### config.mk
export PLATFORM = sky130hd
export DESIGN_NAME = spd_ctrl
export DESIGN_NICKNAME = d
export VERILOG_FILES = /design/src/hdl/spd_pkg.sv /design/src/hdl/spd_ctrl.sv
export SDC_FILE = /design/constraint.sdc
export NUM_CORES = 1
export LEC_CHECK = 0
export BUFFER_PORTS_ARGS = -buffer_cell sky130_fd_sc_hd__buf_2
export CAP_MARGIN = 10
export CORE_AREA = 10 10 173 175
export DETAILED_ROUTE_END_ITERATION = 8
export DIE_AREA = 0 0 183 185
export GPL_TIMING_DRIVEN = 0
export PLACE_DENSITY = 0.78
export SYNTH_ARGS = -nofsm -noshare
export SYNTH_HDL_FRONTEND = slang
export SYNTH_SLANG_ARGS = --single-unit
### constraint.sdc
create_clock -name clk -period 12.35 [get_ports clk]
set_input_delay 1.235 -clock clk [delete_from_list [all_inputs] [get_ports clk]]
set_output_delay 1.235 -clock clk [all_outputs]
set_load 0.03 [all_outputs]
### src/hdl/spd_pkg.sv
// ----------------------------------------------------------------------------
// spd_pkg
// Shared constants, codes and types of the slotted page directory.
// ----------------------------------------------------------------------------
package spd_pkg;

	localparam int PAGE_BYTES   = 4096;
	localparam int MAX_SLOTS    = 256;
	localparam int HEADER_BYTES = 16;
	localparam int SLOT_BYTES   = 8;

	localparam int SLOT_W = $clog2(MAX_SLOTS);
	localparam int CNT_W  = $clog2(MAX_SLOTS + 1);
	localparam int OFF_W  = 13;
	localparam int NEED_W = $clog2(HEADER_BYTES + (MAX_SLOTS + 1) * SLOT_BYTES + 2 ** OFF_W);

	localparam logic [1:0] REQ_INSERT = 2'd0;
	localparam logic [1:0] REQ_REMOVE = 2'd1;
	localparam logic [1:0] REQ_LOOKUP = 2'd2;

	typedef enum logic [1:0] {
		ST_OK       = 2'd0,
		ST_NO_SPACE = 2'd1,
		ST_BAD_SLOT = 2'd2
	} status_t;

	typedef struct packed {
		logic             valid;
		logic [OFF_W-1:0] offset;
		logic [OFF_W-1:0] length;
		logic             blob;
	} slot_entry_t;

	typedef struct packed {
		status_t           status;
		logic [SLOT_W-1:0] slot;
		logic [OFF_W-1:0]  offset;
		logic [OFF_W-1:0]  length;
		logic              blob;
		logic [OFF_W-1:0]  move_source;
		logic [OFF_W-1:0]  move_size;
	} rsp_t;

endpackage

### src/hdl/spd_ctrl.sv
// ----------------------------------------------------------------------------
// spd_ctrl
// Request sequencer: slot checks, free-slot search, offset sweep on remove,
// space accounting and the response register.
// ----------------------------------------------------------------------------
module spd_ctrl import spd_pkg::*; (
	input  logic              clk,
	input  logic              arst_n,
	input  logic              req_valid,
	output logic              req_stall,
	input  logic [1:0]        req_type,
	input  logic [SLOT_W-1:0] slot_index,
	input  logic [OFF_W-1:0]  record_length,
	input  logic              is_blob,
	output logic              rsp_valid,
	input  logic              rsp_stall,
	output rsp_t              rsp,
	output logic              mem_we,
	output logic [SLOT_W-1:0] mem_waddr,
	output slot_entry_t       mem_wdata,
	output logic [SLOT_W-1:0] mem_raddr,
	input  slot_entry_t       mem_rdata
);

	typedef enum logic [2:0] {
		S_IDLE,
		S_CHECK,
		S_SEARCH,
		S_SWEEP,
		S_FIN
	} state_t;

	state_t            state_q;
	logic [CNT_W-1:0]  live_q;
	logic [CNT_W-1:0]  freed_q;
	logic [OFF_W-1:0]  free_end_q;
	logic [1:0]        req_q;
	logic [SLOT_W-1:0] idx_q;
	logic [OFF_W-1:0]  len_q;
	logic              blob_q;
	logic [SLOT_W-1:0] ptr_q;
	logic [OFF_W-1:0]  off_q;
	rsp_t              res_q;
	rsp_t              out_q;
	logic              rsp_valid_q;

	logic [CNT_W-1:0]  count;
	logic [CNT_W-1:0]  ins_slots;
	logic [OFF_W-1:0]  ins_len;
	logic              ins_blob;
	logic [NEED_W-1:0] ins_need;
	logic              ins_fit;
	logic              accept;
	logic              idx_bad;
	logic              ptr_last;
	logic              rsp_load;
	slot_entry_t       new_entry;

	function automatic rsp_t bad_rsp(input logic [SLOT_W-1:0] idx);
		rsp_t r;
		r = '0;
		r.status = ST_BAD_SLOT;
		r.slot = idx;
		return r;
	endfunction

	function automatic rsp_t full_rsp();
		rsp_t r;
		r = '0;
		r.status = ST_NO_SPACE;
		return r;
	endfunction

	function automatic rsp_t ok_rsp(input logic [SLOT_W-1:0] idx,
	                                input logic [OFF_W-1:0]  off,
	                                input logic [OFF_W-1:0]  len,
	                                input logic              blob,
	                                input logic [OFF_W-1:0]  msrc,
	                                input logic [OFF_W-1:0]  msize);
		rsp_t r;
		r = '0;
		r.status      = ST_OK;
		r.slot        = idx;
		r.offset      = off;
		r.length      = len;
		r.blob        = blob;
		r.move_source = msrc;
		r.move_size   = msize;
		return r;
	endfunction

	assign count     = live_q + freed_q;
	assign accept    = req_valid && !req_stall;
	assign req_stall = (state_q != S_IDLE);
	assign idx_bad   = (CNT_W'(slot_index) >= count);
	assign ptr_last  = ((CNT_W'(ptr_q) + CNT_W'(1)) == count);
	assign rsp_load  = (state_q == S_FIN) && (!rsp_valid_q || !rsp_stall);

	assign ins_slots = (state_q == S_IDLE) ? (count + CNT_W'(1)) : count;
	assign ins_len   = (state_q == S_IDLE) ? record_length : len_q;
	assign ins_blob  = (state_q == S_IDLE) ? is_blob : blob_q;
	assign ins_need  = NEED_W'(HEADER_BYTES) + NEED_W'(ins_slots) * NEED_W'(SLOT_BYTES)
		+ NEED_W'(ins_len);
	assign ins_fit   = (ins_need <= NEED_W'(free_end_q));

	always_comb begin
		new_entry.valid  = 1'b1;
		new_entry.offset = free_end_q - ins_len;
		new_entry.length = ins_len;
		new_entry.blob   = ins_blob;
	end

	always_comb begin
		mem_we    = 1'b0;
		mem_waddr = ptr_q;
		mem_wdata = mem_rdata;
		mem_raddr = ptr_q + SLOT_W'(1);
		unique case (state_q)
			S_IDLE: begin
				mem_raddr = (req_type == REQ_INSERT) ? '0 : slot_index;
				mem_waddr = count[SLOT_W-1:0];
				mem_wdata = new_entry;
				mem_we    = accept && (req_type == REQ_INSERT) && (freed_q == '0)
					&& (count < CNT_W'(MAX_SLOTS)) && ins_fit;
			end
			S_CHECK: begin
				mem_raddr = '0;
			end
			S_SEARCH: begin
				mem_wdata = new_entry;
				mem_we    = !mem_rdata.valid && ins_fit;
			end
			S_SWEEP: begin
				if (ptr_q == idx_q) begin
					mem_wdata.valid = 1'b0;
					mem_we = 1'b1;
				end else if (mem_rdata.valid && (mem_rdata.offset >= free_end_q)
						&& (mem_rdata.offset < off_q)) begin
					mem_wdata.offset = mem_rdata.offset + len_q;
					mem_we = 1'b1;
				end
			end
			S_FIN: begin
			end
			default: begin
			end
		endcase
	end

	always_ff @(posedge clk or negedge arst_n) begin
		if (!arst_n) begin
			state_q     <= S_IDLE;
			live_q      <= '0;
			freed_q     <= '0;
			free_end_q  <= OFF_W'(PAGE_BYTES);
			req_q       <= REQ_INSERT;
			idx_q       <= '0;
			len_q       <= '0;
			blob_q      <= 1'b0;
			ptr_q       <= '0;
			off_q       <= '0;
			res_q       <= '0;
			out_q       <= '0;
			rsp_valid_q <= 1'b0;
		end else begin
			if (rsp_load) begin
				rsp_valid_q <= 1'b1;
			end else if (!rsp_stall) begin
				rsp_valid_q <= 1'b0;
			end
			unique case (state_q)
				S_IDLE: begin
					if (req_valid) begin
						req_q  <= req_type;
						idx_q  <= slot_index;
						len_q  <= record_length;
						blob_q <= is_blob;
						ptr_q  <= '0;
						unique case (req_type) inside
							REQ_INSERT: begin
								if (freed_q != '0) begin
									state_q <= S_SEARCH;
								end else if ((count >= CNT_W'(MAX_SLOTS)) || !ins_fit) begin
									res_q   <= full_rsp();
									state_q <= S_FIN;
								end else begin
									res_q      <= ok_rsp(count[SLOT_W-1:0], new_entry.offset,
										record_length, is_blob, '0, '0);
									free_end_q <= new_entry.offset;
									live_q     <= live_q + CNT_W'(1);
									state_q    <= S_FIN;
								end
							end
							REQ_REMOVE, REQ_LOOKUP: begin
								if (idx_bad) begin
									res_q   <= bad_rsp(slot_index);
									state_q <= S_FIN;
								end else begin
									state_q <= S_CHECK;
								end
							end
							default: begin
								res_q   <= bad_rsp(slot_index);
								state_q <= S_FIN;
							end
						endcase
					end
				end
				S_CHECK: begin
					if (!mem_rdata.valid) begin
						res_q   <= bad_rsp(idx_q);
						state_q <= S_FIN;
					end else if (req_q == REQ_LOOKUP) begin
						res_q   <= ok_rsp(idx_q, mem_rdata.offset, mem_rdata.length,
							mem_rdata.blob, '0, '0);
						state_q <= S_FIN;
					end else begin
						res_q   <= ok_rsp(idx_q, mem_rdata.offset, mem_rdata.length,
							mem_rdata.blob, free_end_q, mem_rdata.offset - free_end_q);
						off_q   <= mem_rdata.offset;
						len_q   <= mem_rdata.length;
						ptr_q   <= '0;
						state_q <= S_SWEEP;
					end
				end
				S_SEARCH: begin
					if (!mem_rdata.valid) begin
						if (ins_fit) begin
							res_q      <= ok_rsp(ptr_q, new_entry.offset, len_q, blob_q,
								'0, '0);
							free_end_q <= new_entry.offset;
							live_q     <= live_q + CNT_W'(1);
							freed_q    <= freed_q - CNT_W'(1);
						end else begin
							res_q <= full_rsp();
						end
						state_q <= S_FIN;
					end else begin
						ptr_q <= ptr_q + SLOT_W'(1);
					end
				end
				S_SWEEP: begin
					if (ptr_last) begin
						free_end_q <= free_end_q + len_q;
						live_q     <= live_q - CNT_W'(1);
						freed_q    <= freed_q + CNT_W'(1);
						state_q    <= S_FIN;
					end else begin
						ptr_q <= ptr_q + SLOT_W'(1);
					end
				end
				S_FIN: begin
					if (rsp_load) begin
						out_q   <= res_q;
						state_q <= S_IDLE;
					end
				end
				default: begin
					state_q <= S_IDLE;
				end
			endcase
		end
	end

	assign rsp_valid = rsp_valid_q;
	assign rsp       = out_q;

	a_count_max: assert property (@(posedge clk) disable iff (!arst_n)
		count <= CNT_W'(MAX_SLOTS))
		else $error("slot count beyond table size");

	a_free_end_max: assert property (@(posedge clk) disable iff (!arst_n)
		free_end_q <= OFF_W'(PAGE_BYTES))
		else $error("free end beyond page end");

	a_accept_busy: assert property (@(posedge clk) disable iff (!arst_n)
		accept |=> req_stall)
		else $error("request taken without going busy");

	a_sweep_range: assert property (@(posedge clk) disable iff (!arst_n)
		(state_q == S_SWEEP) |-> (CNT_W'(ptr_q) < count))
		else $error("sweep pointer past slot count");

	a_search_freed: assert property (@(posedge clk) disable iff (!arst_n)
		(state_q == S_SEARCH) |-> (freed_q != '0))
		else $error("free-slot search with no freed slot");

endmodule

## Yosys cells after proc, flatten, opt, wreduce, memory -nomap -nowiden

Index checks and enable logic that the tools add are counted.

- Bits in registers: 206
- Bits of input ports: 56
- Output and inout port bits: 110
- Word-level logic and storage cells: 173

- Add/subtract/negate cells: 14
- Magnitude comparators: 6
- Eq/ne operators: 24
- Muxes and demuxes: 66
- Bitwise gates (word level): 1
- Reductions and logical operators: 37

Operator list:

| cell | number |
|---|---|
| two-way mux 63 bit | 5 |
| case mux 63 bit (3 select lines) | 1 |
| two-way mux 13 bit | 13 |
| case mux 63 bit (2 select lines) | 1 |
| two-way mux 62 bit | 2 |
| two-way mux 9 bit | 11 |
| two-way mux 8 bit | 7 |
| case mux 13 bit (3 select lines) | 1 |
| case mux 8 bit (4 select lines) | 1 |
| case mux 14 bit (2 select lines) | 1 |
| adder 9 x 1 -> 9 bit, second input constant | 3 |
| case mux 9 bit (3 select lines) | 1 |
| adder 13 bit | 2 |
| two-way mux 26 bit | 1 |
| case mux 13 bit (2 select lines) | 1 |
| subtractor 13 bit | 2 |
| two-way mux 3 bit | 8 |
| inequality test 2 bit, second input constant | 11 |
| case mux 9 bit (2 select lines) | 1 |
| subtractor 9 x 1 -> 9 bit, second input constant | 2 |
| case mux 8 bit (2 select lines) | 1 |
| case mux 3 bit (5 select lines) | 1 |
| adder 13 x 13 -> 14 bit | 1 |
| <= comparator 14 x 13 -> 1 bit | 1 |
| 40 further kinds | 69 |

## Logic depth before layout (Yosys ltp)

Gate-level depths: netlist of the first run.

- Word-level depth: 13
- Mapped depth: 27
- Depth with buffers taken out: 23

## Least setup slack after synthesis of the first run

OpenSTA, ideal clock, no wires.

- Kind: flip-flop to output port
- From: register state_q[2]
- To: output mem_we
- Data arrival time: 5.500 ns
- Path slack: 5.615 ns
- Stages on the path, launching flop included: 23
- Path through: dfrtp_1 clkbuf_1 or2_2 clkbuf_1 nor2_1 clkbuf_1 mux2i_1 inv_1 ha_1 fa_1 a21o_1 a21oi_1 o21bai_1 a21oi_1 o21bai_1 a21oi_1 xnor2_1 ha_1 nor2_1 a31o_2 a32oi_1 or2_2 o21ai_0

- Longest elaborated chain between the ends: 8
- Elaborated cells between the ends (all ways): 17
- Classes of those cells: add/sub: 2; order compare: 1; eq/ne: 2; mux: 3; reduce/logical: 9

RTL lines:

| what | RTL line | RTL |
|---|---|---|
| from (decl) | spd_ctrl.sv:33 | `state_t state_q;` |
| from (signal assigned) | spd_ctrl.sv:152 | `state_q <= S_IDLE;` |
| from (signal assigned) | spd_ctrl.sv:182 | `state_q <= S_SEARCH;` |
| from (signal assigned) | spd_ctrl.sv:185 | `state_q <= S_FIN;` |
| parallel branches: the longest is 7 deep, another holds adder 13 x 13 -> 14 bit | -- |  |
| case mux 1 bit (3 select lines) * | spd_ctrl.sv:118 | `unique case (state_q)` |
| to (decl) | spd_ctrl.sv:18 | `output logic mem_we,` |

Every way passes the cells marked *.

## Worst setup path after layout of the first run

Ends and elaborated chain as after synthesis.

==> results_dict.tcl, run 1 <==
set metrics [dict create \
    chipWidth_um 183 \
    maxClockFrequency_mhz 118 \
    criticalPathCategory "reg -> out" \
    htreeDepth 1 \
    rsz0062_at_grt "no" \
    worst_hold_path.num_cells 2 \
    max_cap_violations 0 \
    worstPathRequired_ns 11.11 \
    grtUsageMet1_pct 33.6 \
    postRouteWirelength_um 45100 \
    met3_usage_pct 4.43 \
    i_o_pin_total 166 \
    synth_enable_flop_cells 0 \
    setup-violations-final 0 \
    cp-end-kind "output port" \
    top_usage_layer "met2" \
    postCtsSetupBuffers 0 \
    use_met2_pct 43.6 \
    synth_warnings 0 \
    finalClockSkew_ns 0.0150 \
    grt_pass1_wl_um 70400 \
    cp.arrival_ns 7.21 \
    status "finished clean" \
    hpwlAfterDp_um 35300 \
    start_kind "register" \
    worst_slew_pin_slew_ns 1.21 \
    post-route-drc-count 0 \
    timing.setup.tns_ns 0 \
    worst-r2r-setup-slack_ns 4.22 \
    post_synth.cell_area_avg_sq_um 9.72 \
    synth_top_area_share_pct 35.9 \
    grt-ovfl-total 0 \
    cts_max_path_buffers 3 \
    detail_route.wl_per_cell_um 22.3 \
    grt_pass1_vias 12444 \
    clock-root-buffer "sky130_fd_sc_hd__clkbuf_16" \
    timing.final.crit_period_ns 8.44 \
    area.growth.synth_to_final_pct 14.6 \
    hold_viol_final 0 \
    antenna_left 0 \
    synthArstFlopShare_pct 100 \
    initial_utilization_pct 53.8 \
    yosys_register_bits 206 \
    layout.nets 1855 \
    area.sequential_sq_um 5160 \
    postSynthCellCount 1472 \
    dieArea_sq_um 33900 \
    ctsHoldBuffers 0 \
    grt_usage_pct 26.3 \
    num_vias 12574 \
    cts-buffers-inserted 24 \
    first_iter_violations 1267 \
    clk_pin_slew_ns 0.07 \
    yosys.area.top_type "sky130_fd_sc_hd__dfrtp_1" \
    num-fill-cells 2304 \
    post-synth-top-count-cell "sky130_fd_sc_hd__dfrtp_1" \
    worst-path-max-fanout 10 \
    synth_fa_ha_area_share_pct 12.1 \
    synth_nets 1662 \
    clk-insertion-delay-late_ns 0.54 \
    layout_worst_path_cycle_share_pct 68.3 \
    synth_simple_gate_area_share_pct 11.4 \
    final_max_slew_viol_count 0 \
    multi_input_gate_area_in_the_final_layout_sq_um 8550 \
    maximum_number_of_pins_on_one_net_before_global_route_repair 112 \
    sequential_to_total_area_share_from_yosys_stat_pct 36.0 \
    max-slew-margin-rel_pct 19.5 \
    floorplan.core_area_sq_um 26600 \
    insertedDiodeCount 0 \
    number_of_distinct_library_cells_after_synthesis 74 \
    number_of_antenna_violations_at_the_first_check_in_global_routing 0 \
    post_drt_via_cell_ratio 6.22 \
    synth_top_family_by_area "compound AO/OA/AOI/OAI gates" \
    cts_resized 0 \
    holdCritPathClass "reg -> reg" \
    clock-sinks 206 \
    final_estimated_routing_congestion_in_global_placement 0.967 \
    most_frequently_used_flop_master_after_synthesis "sky130_fd_sc_hd__dfrtp_1" \
    yosys-mux-area-fraction_pct 12.3 \
    synthesized_area_fraction_occupied_by_ao_oa_aoi_and_oai_cells_pct 17.7 \
    num_rows 60 \
    syn_area_sq_um 14300 \
    synthTopCellsByCount "sky130_fd_sc_hd__dfrtp_1 (205), sky130_fd_sc_hd__ha_1 (126), sky130_fd_sc_hd__nand2_1 (111)" \
    synth_top_area_cells "sky130_fd_sc_hd__dfrtp_1 (36%), sky130_fd_sc_hd__ha_1 (11%), sky130_fd_sc_hd__mux2_2 (7.5%), sky130_fd_sc_hd__mux2i_1 (4.3%), sky130_fd_sc_hd__xnor2_1 (4.0%)" \
    port_buffers 165 \
    detailedRoute.firstPassIterationCount 9 \
    tritoncts_clock_tree "done" \
    dieHeight_um 185 \
    synthXorXnorAreaFrac_pct 6.27 \
    post_route_cells_drive_above_1_share_pct 19.8 \
    r2r_cells 27 \
]
[final cells by class]
class | count | area share [%]
well taps | 341 | 2.60
multi-input cells | 1113 | 52.2
clock buffers | 31 | 3.95
flip-flops and latches | 206 | 31.5
inverters | 88 | 2.02
plain buffers | 65 | 1.60
clock inverters | 12 | 0.885
repair buffers | 167 | 5.30
[flip-flops by register name (all words and copies together), names as in the netlist]
name	count
freed_q	9
rsp	63
res_q	63
off_q	13
blob_q	1
len_q	13
rsp_valid	1
req_q	2
free_end_q	13
ptr_q	8
state_q	3
live_q	9
idx_q	8
[final timing paths]
kind | from | endpoint
worst max-delay path | state_q[2] | mem_we
worst min-delay path | rsp[61] | rsp[61]
worst max register to register | state_q[2] | res_q[52]
worst min register to register | rsp[61] | rsp[61]
max in group asynchronous | arst_n | len_q[11]
min in group asynchronous | arst_n | rsp[2]
[placed cells by master, fill, tap and decap left out, drive strengths merged, types with 35 or more instances in the layout]
| cell type | instances |
|---|---|
| inv | 89 |
| nor2 | 92 |
| xnor2 | 65 |
| dfrtp | 205 |
| o21ai | 90 |
| nand2 | 111 |
| ha | 126 |
| nor3 | 35 |
| mux2 | 101 |
| a21oi | 85 |
| buf | 181 |
| mux2i | 62 |
| clkbuf | 82 |
[kinds of logic (layout without fill, tap and decap cells)]
kind of cell	after synthesis	count (layout)
fa+ha+maj	134	134
flops	206	206
mux	163	163
buf+inv	153	363
xor+xnor	99	99
simple gates	346	346
compound gates	371	371
[per-layer routing]
metal	share of wire (%)	up-vias
met5	0	-
met3	8.3	108
met1	40	6147
met2	47	571
li1	-	5748
met4	4.4	0
[worst max-delay path: stages, from the launching register on]
cell and delay (ns):
sky130_fd_sc_hd__dfrtp_1 0.37, sky130_fd_sc_hd__clkbuf_1 0.19, sky130_fd_sc_hd__or2_2 0.33, sky130_fd_sc_hd__clkbuf_1 0.15, sky130_fd_sc_hd__nor2_1 0.69, sky130_fd_sc_hd__clkbuf_1 0.68
sky130_fd_sc_hd__mux2i_1 0.55, sky130_fd_sc_hd__inv_1 0.14, sky130_fd_sc_hd__ha_1 0.21, sky130_fd_sc_hd__ha_1 0.22, sky130_fd_sc_hd__fa_1 0.41, sky130_fd_sc_hd__a21o_1 0.17
sky130_fd_sc_hd__a21oi_1 0.22, sky130_fd_sc_hd__o21bai_1 0.10, sky130_fd_sc_hd__a21oi_1 0.22, sky130_fd_sc_hd__o21bai_1 0.10, sky130_fd_sc_hd__a21oi_1 0.18, sky130_fd_sc_hd__xnor2_1 0.17
sky130_fd_sc_hd__ha_1 0.29, sky130_fd_sc_hd__nor2_1 0.11, sky130_fd_sc_hd__a31o_2 0.12, sky130_fd_sc_hd__a32oi_1 0.12, sky130_fd_sc_hd__or2_2 0.36, sky130_fd_sc_hd__o21ai_0 0.27
sky130_fd_sc_hd__buf_2 0.26
[through the flow]
stage          instances  hold WS, ns  cell area [sq um]  util [%]  setup WS, ns
2_1_floorplan       1472        0.446              14300         -          5.62
3_3_place_gp        1978        0.465              15600      58.5          4.33
3_5_place_dp        1979        0.467              15600      58.7          4.23
4_1_cts             2022        0.480              16400      61.7          3.99
5_1_grt             2023        0.517              16400      61.7          3.49
6_report            2023        0.477              16400      61.7          3.91
Power of run 1 is left out: the tool's default activity adds up to more than one toggle a clock period on the data nets, which glitch-free logic cannot reach.
==> inputs of run 2 (changes only) <==
- clock period: 12.35 -> 8.15 ns (I/O delays scaled with it)
==> run 2 against run 1 <==
Critical path depth unchanged. Worst hold slack worse by 0.21 ns. Routed wire length up 0.11%. Worst setup slack worse by 3.3 ns. Non-clock buffer count down 1. First-iteration DRC count up 0.24%. Core utilization about the same. Final cell count about the same. Largest cell class unchanged.
==> results_dict.tcl, run 2 (synthesis gave the netlist of run 1 again) <==
set metrics [dict create \
    status "finished clean" \
    cp-end-kind "output port" \
    final_estimated_routing_congestion_in_global_placement 0.967 \
    worst_slew_pin_slew_ns 1.23 \
    layout.nets 1854 \
    critical_path.max_stage_delay_ns 0.52 \
    clock-sinks 206 \
    timing.final.crit_period_ns 7.51 \
    detail_route.wl_per_cell_um 22.3 \
    cts-buffers-inserted 24 \
    series_of_cell_instances_along_the_critical_path "clkbuf_1, or2_2, clkbuf_1, nor2_2, clkbuf_2, mux2i_1, inv_1, ha_1, ha_1, fa_1, a21o_1, a21oi_1, o21bai_1, a21oi_1, o21bai_1, a21oi_1, xnor2_1, ha_1, nor2_1, a31o_2, a32oi_1, or2_2, o21ai_0, buf_2" \
    antenna_left 0 \
    worst_path_buffer_plus_inverter_count 5 \
    finalClockSkew_ns 0.0150 \
    port_buffers 165 \
    holdCritPathClass "in -> async" \
    worstSetupPathDepth 24 \
    area.growth.synth_to_final_pct 14.6 \
    dieHeight_um 185 \
    num_vias 12588 \
    postRouteWirelength_um 45200 \
    worstPathRequired_ns 7.34 \
    grt_usage_pct 26.3 \
    initial_utilization_pct 53.8 \
    final_common_cell "sky130_fd_sc_hd__dfrtp_1" \
    clock-root-buffer "sky130_fd_sc_hd__clkbuf_16" \
    timing.critical_path.slowest_stage_cell "sky130_fd_sc_hd__mux2i_1" \
    grt-ovfl-total 0 \
    dieArea_sq_um 33900 \
    hpwlAfterDp_um 35300 \
    hold_viol_final 0 \
    start_kind "register" \
    grt_pass1_vias 12456 \
    setup-violations-final 0 \
    clk_pin_slew_ns 0.07 \
    criticalPathCategory "reg -> out" \
    maxClockFrequency_mhz 133 \
    num_rows 60 \
    final_max_slew_viol_count 0 \
    max-slew-margin-rel_pct 18.3 \
    r2r_cells 26 \
    mostFrequentLayoutCells "sky130_fd_sc_hd__dfrtp_1 (205), sky130_fd_sc_hd__buf_2 (170), sky130_fd_sc_hd__ha_1 (126)" \
    cts_max_path_buffers 3 \
    tritoncts_clock_tree "done" \
    max_cap_violations 0 \
    rsz0062_at_grt "no" \
    insertedDiodeCount 0 \
    maximum_number_of_pins_on_one_net_before_global_route_repair 112 \
    first_iter_violations 1270 \
    post-route-drc-count 0 \
    clk-insertion-delay-late_ns 0.54 \
    i_o_pin_total 166 \
    timing.setup.tns_ns 0 \
    postCtsSetupBuffers 0 \
    post_drt_via_cell_ratio 6.23 \
    cp.arrival_ns 6.70 \
    detailedRoute.firstPassIterationCount 7 \
    layout_worst_path_cycle_share_pct 92.2 \
    number_of_antenna_violations_at_the_first_check_in_global_routing 0 \
    htreeDepth 1 \
    worst-path-max-fanout 10 \
    floorplan.core_area_sq_um 26600 \
    cp_top_family "compound AO/OA/AOI/OAI gates" \
    grt_pass1_wl_um 70400 \
    chipWidth_um 183 \
    post_route_cells_drive_above_1_share_pct 19.9 \
]
[run 2: worst paths after layout]
kind / from / endpoint / slack, ns
setup / recovery: state_q[2] / mem_we / 0.64
max in group asynchronous: arst_n / rsp[54] / 6.85
setup reg to reg: state_q[2] / res_q[52] / 0.70
hold reg to reg: rsp[61] / rsp[61] / 0.47
min in group clk: rsp[61] / rsp[61] / 0.47
hold / removal: arst_n / rsp[2] / 0.27
[run 2: through the flow]
| stage | hold WS (ns) | util (%) | std cells | area [sq um] | worst slack, ns |
|---|---|---|---|---|---|
| final | 0.269 | 61.7 | 2022 | 16400 | 0.638 |
| after global routing | 0.334 | 61.7 | 2022 | 16400 | 0.201 |
| after CTS | 0.316 | 61.7 | 2022 | 16400 | 0.199 |
| after detailed placement | 0.467 | 58.7 | 1979 | 15600 | 0.0284 |
| after global placement | 0.465 | 58.5 | 1978 | 15600 | 0.132 |
| after floorplan | 0.446 | - | 1472 | 14300 | 1.84 |
[run 2: routing by layer]
| metal | up-vias | GRT usage [%] | wire length [um] |
|---|---|---|---|
| li1 | 5741 | - | - |
| met1 | 6135 | 33.6 | 18300 |
| met2 | 599 | 43.6 | 21200 |
| met3 | 113 | 4.43 | 3690 |
| met4 | 0 | 10.5 | 2000 |
| met5 | - | 0 | 0 |
[run 2: layout make-up]
| cell class | instances | area [sq um] |
|---|---|---|
| tap | 341 | 427 |
| timing repair buffer | 166 | 863 |
| buffer | 65 | 264 |
| fill | 2304 | 10200 |
| sequential | 206 | 5160 |
| clock buffer | 31 | 647 |
| inverter | 88 | 330 |
| clock inverter | 12 | 145 |
| multi-input combinational | 1113 | 8560 |
[run 2: repair_timing]
item | CTS | global route
endpoints found under the hold margin | 0 | 0
pin swaps | 0 | 0
hold buffers | 0 | 0
gates resized for setup | 1 | 3
setup endpoints to repair | 1 | 6
Power of run 2 is left out for the same reason.
